--- config.mk ---
export PLATFORM = sky130hd
export DESIGN_NAME = sbq_coef
export DESIGN_NICKNAME = d
export VERILOG_FILES = /design/src/hdl/sbq_pkg.sv /design/src/hdl/sbq_coef.sv
export SDC_FILE = /design/constraint.sdc
export NUM_CORES = 1
export LEC_CHECK = 0
export BUFFER_PORTS_ARGS = -buffer_cell sky130_fd_sc_hd__buf_2
export CAP_MARGIN = 10
export CORE_ASPECT_RATIO = 0.8
export CORE_MARGIN = 2
export CORE_UTILIZATION = 35
export DETAILED_ROUTE_END_ITERATION = 8
export SKIP_CTS_REPAIR_TIMING = 1
export SYNTH_ARGS = -nofsm -noshare
export SYNTH_HDL_FRONTEND = slang
export SYNTH_SLANG_ARGS = --single-unit
--- constraint.sdc ---
create_clock -name i_clk -period 2.72 [get_ports i_clk]
set_clock_uncertainty 0.2 [all_clocks]
set_input_delay 0.544 -clock i_clk [delete_from_list [all_inputs] [get_ports i_clk]]
set_output_delay 0.544 -clock i_clk [all_outputs]
set_load 0.01 [all_outputs]
--- src/hdl/sbq_pkg.sv ---
// ============================================================================
// sbq_pkg
// Shared types and constants for the stereo biquad filter.
// ============================================================================
package sbq_pkg;

    // Sample and coefficient word widths
    localparam int SMP_W  = 32;
    localparam int COEF_W = 32;
    localparam int PROD_W = SMP_W + COEF_W;
    // Five products summed: three guard bits
    localparam int ACC_W  = PROD_W + 3;

    // Configuration port
    localparam int CFG_IDX_W = 3;
    localparam int CFG_DAT_W = COEF_W;

    localparam logic [CFG_IDX_W-1:0] REG_B0  = 3'd0;
    localparam logic [CFG_IDX_W-1:0] REG_B1  = 3'd1;
    localparam logic [CFG_IDX_W-1:0] REG_B2  = 3'd2;
    localparam logic [CFG_IDX_W-1:0] REG_FB1 = 3'd3;
    localparam logic [CFG_IDX_W-1:0] REG_FB2 = 3'd4;

    // Front queue
    localparam int Q_DEPTH = 2;
    localparam int Q_PTR_W = $clog2(Q_DEPTH);
    localparam int Q_CNT_W = $clog2(Q_DEPTH + 1);

    typedef struct packed {
        logic signed [COEF_W-1:0] b0;
        logic signed [COEF_W-1:0] b1;
        logic signed [COEF_W-1:0] b2;
        logic signed [COEF_W-1:0] fb1;
        logic signed [COEF_W-1:0] fb2;
    } t_coefs;

    // Item as handed from the front queue to the back end
    typedef struct packed {
        logic                    ch;
        logic                    in_range;
        logic signed [SMP_W-1:0] smp;
    } t_item;

endpackage

--- src/hdl/sbq_coef.sv ---
// ============================================================================
// sbq_coef
// Coefficient register file, written through the configuration port.
// ============================================================================
module sbq_coef (
    input  logic                             i_clk,
    input  logic                             i_rst_n,
    input  logic                             i_cfg_we,
    input  logic [sbq_pkg::CFG_IDX_W-1:0]    i_cfg_idx,
    input  logic [sbq_pkg::CFG_DAT_W-1:0]    i_cfg_wdata,
    output sbq_pkg::t_coefs                  o_coefs
);

    sbq_pkg::t_coefs r_coefs;

    // Decode the register index; drop writes beyond the list
    always_ff @(posedge i_clk) begin
        if (!i_rst_n) begin
            r_coefs <= '0;
        end else if (i_cfg_we) begin
            unique case (i_cfg_idx)
                sbq_pkg::REG_B0:  r_coefs.b0  <= i_cfg_wdata;
                sbq_pkg::REG_B1:  r_coefs.b1  <= i_cfg_wdata;
                sbq_pkg::REG_B2:  r_coefs.b2  <= i_cfg_wdata;
                sbq_pkg::REG_FB1: r_coefs.fb1 <= i_cfg_wdata;
                sbq_pkg::REG_FB2: r_coefs.fb2 <= i_cfg_wdata;
                default: ;
            endcase
        end
    end

    assign o_coefs = r_coefs;

endmodule

=== Word level (Yosys, flattened, before mapping) ===
Index checks and enable logic that the tools add are counted.

* Register bits: 160
* Input bits: 38
* Word-level logic and storage cells: 15

* Equal/unequal tests: 4
* Reduce and logical (&&, ||, !) cells: 6

{| class="wikitable"
|+ Operator list
! operator !! count
|-
| $reduce_and A2 Y1 || 5
|-
| $eq A3 B2 Y1 const B || 2
|-
| $eq A3 B1 Y1 const B || 1
|-
| $eq A3 B3 Y1 const B || 1
|-
| $logic_not A3 Y1 || 1
|}

=== Logic depth before layout (Yosys ltp) ===
Gate-level depths: netlist of run 1.

* Word-level depth: 2
* Mapped depth: 4

=== Worst setup path after synthesis of run 1 ===
OpenSTA, ideal clock, no wires.

* Kind: in2reg
* Start: in i_cfg_idx[0] in the netlist's numbering
* End: reg r_coefs, in the netlist o_coefs[128]
* Setup time: 0.072 ns
* Arrival time: 1.361 ns
* Setup slack: 1.088 ns
* Stages on the path: 3
* Cell sequence: nor4b_4 > buf_6 > mux2i_1

* Word-level cells in the longest chain between the ends: 2

{| class="wikitable"
|+ Ends and longest elaborated chain
! what !! line !! source
|-
| start, declared || sbq_coef.sv:9 || <nowiki>input logic [sbq_pkg::CFG_IDX_W-1:0] i_cfg_idx,</nowiki>
|-
| $logic_not A3 Y1 || sbq_coef.sv:21 || <nowiki>unique case (i_cfg_idx)</nowiki>
|-
| $reduce_and A2 Y1 (no line) || n/a ||
|-
| end, declared || sbq_coef.sv:14 || <nowiki>sbq_pkg::t_coefs r_coefs;</nowiki>
|}

No other way between the ends.
A chain may end at the register's enable or synchronous reset.

=== Final worst setup path of run 1 ===
* Start: in i_cfg_idx[2] in the netlist's numbering
* End: reg r_coefs, in the netlist o_coefs[81]

* Word-level cells in the longest chain between the ends: 2

{| class="wikitable"
|+ Ends and longest elaborated chain
! what !! line
|-
| $eq A3 B2 Y1 || sbq_coef.sv:21
|-
| $reduce_and A2 Y1 (no line) || n/a
|}

No other way between the ends.

==> results.ini, run 1 <==
[global_routing]
use_met3=0.0686
grt-busiest-layer=met2
grt_pass1_vias=4533
grt_start_max_net_pins=87
met2_usage=0.276
grt-ovfl-total=0
grt_pass1_wl_mm=24.2
track_usage=0.176
antenna_found_initial=0
met1_usage=0.227

[finish]
antennaDiodeCount=0
fin_nets=779
n_fill_cell=1596
drive_above_1_share=0.320
largest_reg_flops=160
syn_to_final_growth_pct=31.3
final_common_cell=buf_2
mostFrequentLayoutCells=buf_2 (196), nand2_1 (192), mux2i_1 (160), dfxtp_1 (160), clkbuf_16 (17)

[power]
ir_drop_mv=0.374
p_leak_nw=4.18
cellPowerDensity_nw_per_um2=697

[setup_path]
critPathRequiredTime_ns=2.85
crit_fanout=32
endpoint_kind=flop
r2r_cells=2
reg2reg_slack_ns=1.87
start_kind=input pin
cp.arrival_ns=1.92
r2r_end=o_coefs[123]$_SDFFE_PN0P_
crit_chain=buf_2 -> nand4bb_4 -> mux2i_1
cp_slowest_stage_delay_ns=0.83
critPathBufInv=1
cp_slowest_cell=nand4bb_4
critPathKind=in2reg
crit_family=simple AND/OR/NAND/NOR gates
timing.rr.start=o_coefs[123]$_SDFFE_PN0P_

[sta]
timing.final.hold_violations=0
setup_viol_count_final=0
worst_hold_slack_ns=0.253
clock.fmax_mhz=559
finalCritPeriodShare=0.658
tns_ns=0
fin_crit_ns=1.79
worst_pin_slew_ns=0.885
slew_violations=0
grt_setup_unrepaired=no
relSlewSlack=0.409

[clock_tree]
clk_latency_ns=0.41
cts_sinks=160
cts_tree=done
clk_path_buf_depth=2
cts.root.buffer_cell=clkbuf_16
numCtsBuffers=17
h-tree-depth=4
path_clk_slew_ns=0.06

[drt]
remaining_drc_errors=0
wirelength_mm=15.5
ant_nets=0
vias_per_cell=4.61
via_count=4489
dr.pass1.iters=4
first_iter_violations=197
routedWlPerCell_um=15.9

[logic_synthesis]
synth_area_um2=5810
synth_cells=556
ys.warnings.count=0
syn-num-nets=594
syn_area_per_cell_um2=10.5
ys_ff_latch=160
seq_area_frac_synth=0.551
yosys.cell_types.count=11

[die]
dieArea_um2=17700
die_y_um=119
fp.dieW_um=148
core_area_um2=16400
start_util=0.355
rows=42
ios=198

[run]
drv_cap=0

[worst_hold_path]
min_path_cells=2
hold_path.class=reg2reg
min_to=o_coefs[135]$_SDFFE_PN0P_
worstHoldStart=o_coefs[135]$_SDFFE_PN0P_

[placement]
gp_congestion=0.799
port-buffer-count=197
hpwl_mm=10.8

[run_status]
outcome=finished clean

cells in the mapped netlist, drive strengths merged:
library cell | number | area, um^2
nand4b | 1 | 8.76
clkbuf | 14 | 52.6
mux2i | 160 | 1600
dfxtp | 160 | 3200
buf | 25 | 170
nand4bb | 3 | 33.8
nor4b | 1 | 23.8
nand2 | 192 | 721
metrics by stage:
step	total power, mW	cells	utilization	setup WS [ns]	cell area (um^2)
after floorplan	2.66	556	-	1.09	5810
after global placement	2.79	942	0.426	0.553	6990
after detailed placement	2.80	942	0.426	0.479	6990
after CTS	5.38	974	0.466	0.919	7630
after global routing	5.51	974	0.466	0.818	7630
final	5.32	974	0.466	0.931	7630
logic make-up after synthesis:
family	count (synthesis)	synth area share
muxes	160	0.275
and+or+nand+nor	197	0.135
DFF	160	0.551
buffers and inverters	39	0.0383
where the power goes:
part           internal (mW)  switching (mW)  total [mW]
logic                  0.124           0.198       0.322
registers               2.40          0.0271        2.42
clock network           1.61           0.964        2.58
final cells by class:
class,count,area [um^2],share of cell area
Timing Repair Buffer,205,1070,0.141
Sequential cell,160,3200,0.420
Multi-Input combinational cell,357,2440,0.319
Tap cell,220,275,0.0361
Clock buffer,20,467,0.0611
Clock inverter,12,179,0.0234
tightest hold or removal path: cells and delay by family, from the launching register on:
family,cells,cell delay [ns]
AND/OR/NAND/NOR,1,0.05
flip-flops,1,0.31
multiplexers,1,0.05
worst max path at each step:
stage,start,end,slack (ns),cells after the start
after CTS,i_cfg_idx[2],o_coefs[77]$_SDFFE_PN0P_,0.92,3
after global routing,i_cfg_idx[2],o_coefs[95]$_SDFFE_PN0P_,0.82,3
after global placement,i_cfg_idx[2],o_coefs[71]$_SDFFE_PN0P_,0.55,3
after floorplan,i_cfg_idx[0],o_coefs[128]$_SDFFE_PN0P_,1.09,3
final,i_cfg_idx[2],o_coefs[81]$_SDFFE_PN0P_,0.93,3
after detailed placement,i_cfg_idx[2],o_coefs[123]$_SDFFE_PN0P_,0.48,3
per-layer routing:
| metal | wire, um | share of wire |
|---|---|---|
| met1 | 7210 | 0.47 |
| met2 | 6950 | 0.45 |
| met3 | 1130 | 0.073 |
| met4 | 159 | 0.010 |
| met5 | 0 | 0 |
Note: power is estimated with default switching activity, not from simulation.
==> run 2: changes to the inputs <==
- ABC_AREA: default -> 1
- clock period: 2.72 -> 1.6 ns (I/O delays scaled with it)
==> run 2 against run 1 <==
  * Hold slack got worse by 0.18 ns
  * Non-clock buffer count rose by 18
  * Register-to-register slack worse by 1.1 ns
  * Wire length grew 26%
  * Critical endpoint is now o_coefs[78]
  * Largest cell class unchanged
==> results.ini, run 2 <==
[logic_synthesis]
synthTopCellsByArea=dfxtp_1 (51%), nor2_1 (19%), nand3_1 (13%)
synth_cells=918  ; +65%
ys.warnings.count=0  ; unchanged
async_flop_share=0  ; unchanged
seq_area_frac_synth=0.507  ; -0.0444
yosys.cell_types.count=10  ; -1
ys_top_cells_by_count=nor2_1 (323), nand2_1 (166), dfxtp_1 (160), nand3_1 (160), buf_2 (48)
ys_ff_latch=160  ; unchanged
synth_edf_count=0  ; unchanged
synthFlopType=dfxtp_1
synth_area_leader_cell=dfxtp_1
synth_top_area_frac=0.507  ; -0.0444
syn_area_per_cell_um2=6.89  ; -34%
syn-num-nets=956  ; +61%
synth_area_um2=6320  ; +8.8%
synth.most_common_cell=nor2_1

[sta]
timing.final.hold_violations=0  ; unchanged
clock.fmax_mhz=680
relSlewSlack=0.788  ; +0.379
fin_crit_ns=1.47
worst_hold_slack_ns=0.0686  ; -0.185 ns
grt_setup_unrepaired=no
worst_pin_slew_ns=0.318  ; -0.567 ns
tns_ns=0  ; unchanged
finalCritPeriodShare=0.919
slew_violations=0  ; unchanged
setup_viol_count_final=0  ; unchanged

[power]
p_clk_frac=0.414  ; -0.070
seqPwrFrac=0.473  ; +0.018
ir_drop_mv=0.529  ; +41%
cell_internal_pwr_mw=6.53  ; +58%
p_leak_nw=4.07  ; -2.7%
swShare=0.264  ; +0.0409
p_switching_mw=2.35  ; +97%
p_comb_frac=0.113  ; +0.053
cellPowerDensity_nw_per_um2=1080  ; +55%

[finish]
antennaDiodeCount=0  ; unchanged
fin_nets=1133  ; +45%
mostFrequentLayoutCells=nor2_1 (320), buf_2 (196), nand2_1 (166)
largest_reg_flops=160  ; unchanged
drive_above_1_share=0.238  ; -0.0818
fin_util=0.469  ; +0.00295
syn_to_final_growth_pct=30.0
final_cells=1331  ; +37%
n_fill_cell=1835  ; +15%
final_common_cell=nor2_1

[drt]
routedWlPerCell_um=14.7  ; -7.7%
first_iter_violations=382  ; +94%
ant_nets=0  ; unchanged
remaining_drc_errors=0  ; unchanged
dr.pass1.iters=5  ; +1
wirelength_mm=19.5  ; +26%
vias_per_cell=4.72  ; +2.3%
via_count=6278  ; +40%

[global_routing]
grt-ovfl-total=0  ; unchanged
grt_pass1_wl_mm=30.2  ; +25%
grt_start_max_net_pins=66  ; -24%
grt_pass1_vias=5434  ; +20%
track_usage=0.201  ; +0.0252
antenna_found_initial=0  ; unchanged

[clock_tree]
path_clk_slew_ns=0.06  ; about the same
cts.root.buffer_cell=clkbuf_16
cts_sinks=160  ; unchanged
clk_path_buf_depth=2  ; unchanged
numCtsBuffers=17  ; unchanged
h-tree-depth=4  ; unchanged
clk_latency_ns=0.43  ; +0.02 ns
cts_tree=done

[setup_path]
critPathKind=reg2out
critPathRequiredTime_ns=1.08  ; -1.77 ns
critPathBufInv=1  ; unchanged
cp_slowest_stage_delay_ns=0.38  ; -0.45 ns
reg2reg_slack_ns=0.79  ; -1.08 ns
cp_slowest_cell=dfxtp_1
crit_fanout=2  ; -94%
crit_family=flip-flops
crit_chain=buf_2
endpoint_kind=primary output
start_kind=flop
cp.arrival_ns=0.95  ; -0.97 ns

[die]
start_util=0.361  ; +0.00591
ios=198  ; unchanged
fp.dieW_um=154  ; +4.2%
rows=43  ; +2.4%
dieArea_um2=19200  ; +8.5%
die_y_um=124  ; +4.1%
core_area_um2=17500  ; +7.0%

[placement]
dp_cells=1301  ; +38%
hpwl_mm=13.3  ; +23%
port-buffer-count=197  ; unchanged
gp_congestion=0.809  ; +1.1%

[worst_hold_path]
hold_path.class=in2reg

[run]
drv_cap=0  ; unchanged

[run_status]
outcome=finished clean

[run 2: cell count changes after synthesis, moves of 12 or more]
cell     before  now
nand3_1       0  160
nor2_1        0  323
buf_2         7   48
inv_1         0   36
mux2i_1     160    0
nand2_1     192  166
buf_4        12    0
[run 2: final timing paths]
check,startpoint,to,cells after the start
setup / recovery,o_coefs[78]$_SDFFE_PN0P_,o_coefs[78],1
hold reg to reg,o_coefs[65]$_SDFFE_PN0P_,o_coefs[65]$_SDFFE_PN0P_,2
setup reg to reg,o_coefs[78]$_SDFFE_PN0P_,o_coefs[78]$_SDFFE_PN0P_,2
hold / removal,i_rst_n,o_coefs[34]$_SDFFE_PN0P_,3
[run 2: tightest hold or removal path: cells and delay by family]
kind / cells / cell delay, ns
buf+inv: 1 / 0.20
simple gates: 2 / 0.13
[run 2: through the flow]
stage	power [mW]	instance area, um^2	setup slack (ns)
6_report	8.87	8220	0.129
5_1_grt	9.23	8220	0.0924
4_1_cts	8.97	8220	0.117
3_5_place_dp	5.30	7700	0.0459
3_3_place_gp	5.29	7700	0.0825
2_1_floorplan	4.87	6320	0.303
[run 2: power groups by stage]
stage / combinational, mW / sequential (mW) / clock [mW]
2_1_floorplan: 0.523 / 4.34 / 0
3_3_place_gp: 1.00 / 4.29 / 0
3_5_place_dp: 1.01 / 4.29 / 0
4_1_cts: 1.01 / 4.20 / 3.76
5_1_grt: 1.11 / 4.22 / 3.90
6_report: 1.00 / 4.20 / 3.67
[run 2: final cells by class]
| type | count | area, um^2 | area share |
|---|---|---|---|
| Sequential cell | 160 | 3200 | 0.390 |
| Multi-Input combinational cell | 655 | 2710 | 0.330 |
| Timing Repair Buffer | 223 | 1360 | 0.165 |
| Clock buffer | 20 | 457 | 0.0556 |
| Tap cell | 225 | 282 | 0.0343 |
| Inverter | 38 | 143 | 0.0174 |
| Clock inverter | 10 | 65.1 | 0.00792 |
[run 2: cells by family after synthesis]
kind of cell / Yosys count / share of synthesized area
buffers and inverters: 103 / 0.0706
flip-flops: 160 / 0.507
AND/OR/NAND/NOR: 655 / 0.423
[run 2: routing by layer]
layer | GRT usage | up-vias | wire length [um]
met1 | 0.295 | 2845 | 9430
met5 | 0 | - | 0
li1 | - | 3190 | -
met3 | 0.0613 | 10 | 1670
met2 | 0.287 | 233 | 8250
met4 | 0.0512 | 0 | 159
==> run 3: changes to the inputs <==
- PLACE_DENSITY: default -> 0.68
==> run 3 against run 2 <==
  * Power up 5.4%
  * Sequential share of layout area is 0.54 points lower
  * Clock power up 13%
  * Setup slack better by 0.014 ns
  * Critical endpoint is now o_coefs[12]
  * Largest power group unchanged
  * Highest routed layer unchanged
==> results.ini, run 3 (synthesis gave the netlist of run 2 again) <==
[run_status]
outcome=finished clean

[global_routing]
track_usage=0.208  ; +0.00657
antenna_found_initial=0  ; unchanged
grt_pass1_wl_mm=31.4  ; +3.9%
grt_pass1_vias=5900  ; +8.6%
grt-ovfl-total=0  ; unchanged
grt_start_max_net_pins=69  ; +4.5%

[setup_path]
cp_slowest_stage_delay_ns=0.37  ; about the same
critPathRequiredTime_ns=1.08  ; about the same
cp_slowest_cell=dfxtp_1
critPathKind=reg2out
reg2reg_slack_ns=0.79  ; about the same
crit_fanout=2  ; unchanged
start_kind=flop
crit_family=flip-flops
endpoint_kind=primary output
critPathBufInv=1  ; unchanged
cp.arrival_ns=0.94  ; about the same
crit_chain=buf_2

[drt]
routedWlPerCell_um=15.0  ; +2.1%
remaining_drc_errors=0  ; unchanged
dr.pass1.iters=7  ; +2
vias_per_cell=4.78  ; +1.4%
via_count=6394  ; +1.8%
wirelength_mm=20.0  ; +2.6%
first_iter_violations=409  ; +7.1%
ant_nets=0  ; unchanged

[die]
fp.dieW_um=154  ; unchanged
ios=198  ; unchanged
rows=43  ; unchanged
die_y_um=124  ; unchanged
core_area_um2=17500  ; unchanged
dieArea_um2=19200  ; unchanged
start_util=0.361  ; unchanged

[power]
cellPowerDensity_nw_per_um2=1120  ; +3.9%
p_leak_nw=4.14  ; +1.7%
ir_drop_mv=0.722  ; +37%
finalPower_mw=9.35  ; +5.4%

[clock_tree]
clk_latency_ns=0.41  ; -0.02 ns
numCtsBuffers=17  ; unchanged
cts_sinks=160  ; unchanged
path_clk_slew_ns=0.07  ; about the same
cts.root.buffer_cell=clkbuf_16
clk_path_buf_depth=2  ; unchanged
cts_tree=done
h-tree-depth=4  ; unchanged

[finish]
largest_reg_flops=160  ; unchanged
syn_to_final_growth_pct=31.8
n_fill_cell=1795  ; -2.2%
final_area_um2=8330  ; +1.4%
drive_above_1_share=0.242  ; +0.00411
mostFrequentLayoutCells=nor2_1 (320), buf_2 (196), nand2_1 (166)
antennaDiodeCount=0  ; unchanged
fin_nets=1138  ; +0.44%
final_common_cell=nor2_1

[sta]
fin_crit_ns=1.46  ; -0.0135 ns
worst_pin_slew_ns=0.309  ; -0.00942 ns
timing.final.hold_violations=0  ; unchanged
slew_violations=0  ; unchanged
relSlewSlack=0.794  ; +0.00629
tns_ns=0  ; unchanged
setup_ws_ns=0.142  ; +0.0135 ns
worst_hold_slack_ns=0.0744  ; +0.00575 ns
grt_setup_unrepaired=no
setup_viol_count_final=0  ; unchanged
finalCritPeriodShare=0.911  ; -0.00847
clock.fmax_mhz=686  ; +0.93%

[placement]
place_ws_ns=0.0571  ; +0.0112 ns
hpwl_mm=13.7  ; +3.3%
place_area_um2=7730  ; +0.46%
gp_congestion=0.798  ; -1.3%
port-buffer-count=197  ; unchanged

[worst_hold_path]
hold_path.class=in2reg

[run]
drv_cap=0  ; unchanged

-- run 3: final cells by class --
class	instances	area (um^2)	area share
Inverter	38	143	0.0171
Tap cell	225	282	0.0338
Multi-Input combinational cell	655	2700	0.324
Sequential cell	160	3200	0.384
Timing Repair Buffer	228	1410	0.169
Clock buffer	23	498	0.0598
Clock inverter	8	104	0.0125
-- run 3: power breakdown --
part	internal, mW	switching (mW)	total, mW
combinational	0.374	0.642	1.02
clock	2.50	1.63	4.13
sequential	4.12	0.0797	4.20
total	7.00	2.35	9.35
-- run 3: metal layers --
metal	share of wire	global-route usage	vias up
li1	-	-	3211
met1	0.47	0.290	2914
met2	0.44	0.318	251
met3	0.080	0.0572	18
met4	0.0098	0.0545	0
met5	0	0	-
-- run 3: stage by stage --
stage / utilization / std cells
finish: 0.475 / 1337
global route: 0.475 / 1337
CTS: 0.475 / 1337
detailed placement: 0.441 / 1306
global placement: 0.441 / 1306
floorplan: - / 918
-- run 3: tightest hold or removal path, stage by stage --
cell and delay, ns:
buf_4 0.20, nand2_1 0.09, nor2_1 0.03
-- run 3: path summary, 6_finish.rpt --
path | start | endpoint | depth (start not counted)
max | o_coefs[12]$_SDFFE_PN0P_ | o_coefs[12] | 1
min | i_rst_n | o_coefs[103]$_SDFFE_PN0P_ | 3
max reg2reg | o_coefs[52]$_SDFFE_PN0P_ | o_coefs[52]$_SDFFE_PN0P_ | 2
min reg2reg | o_coefs[91]$_SDFFE_PN0P_ | o_coefs[91]$_SDFFE_PN0P_ | 2
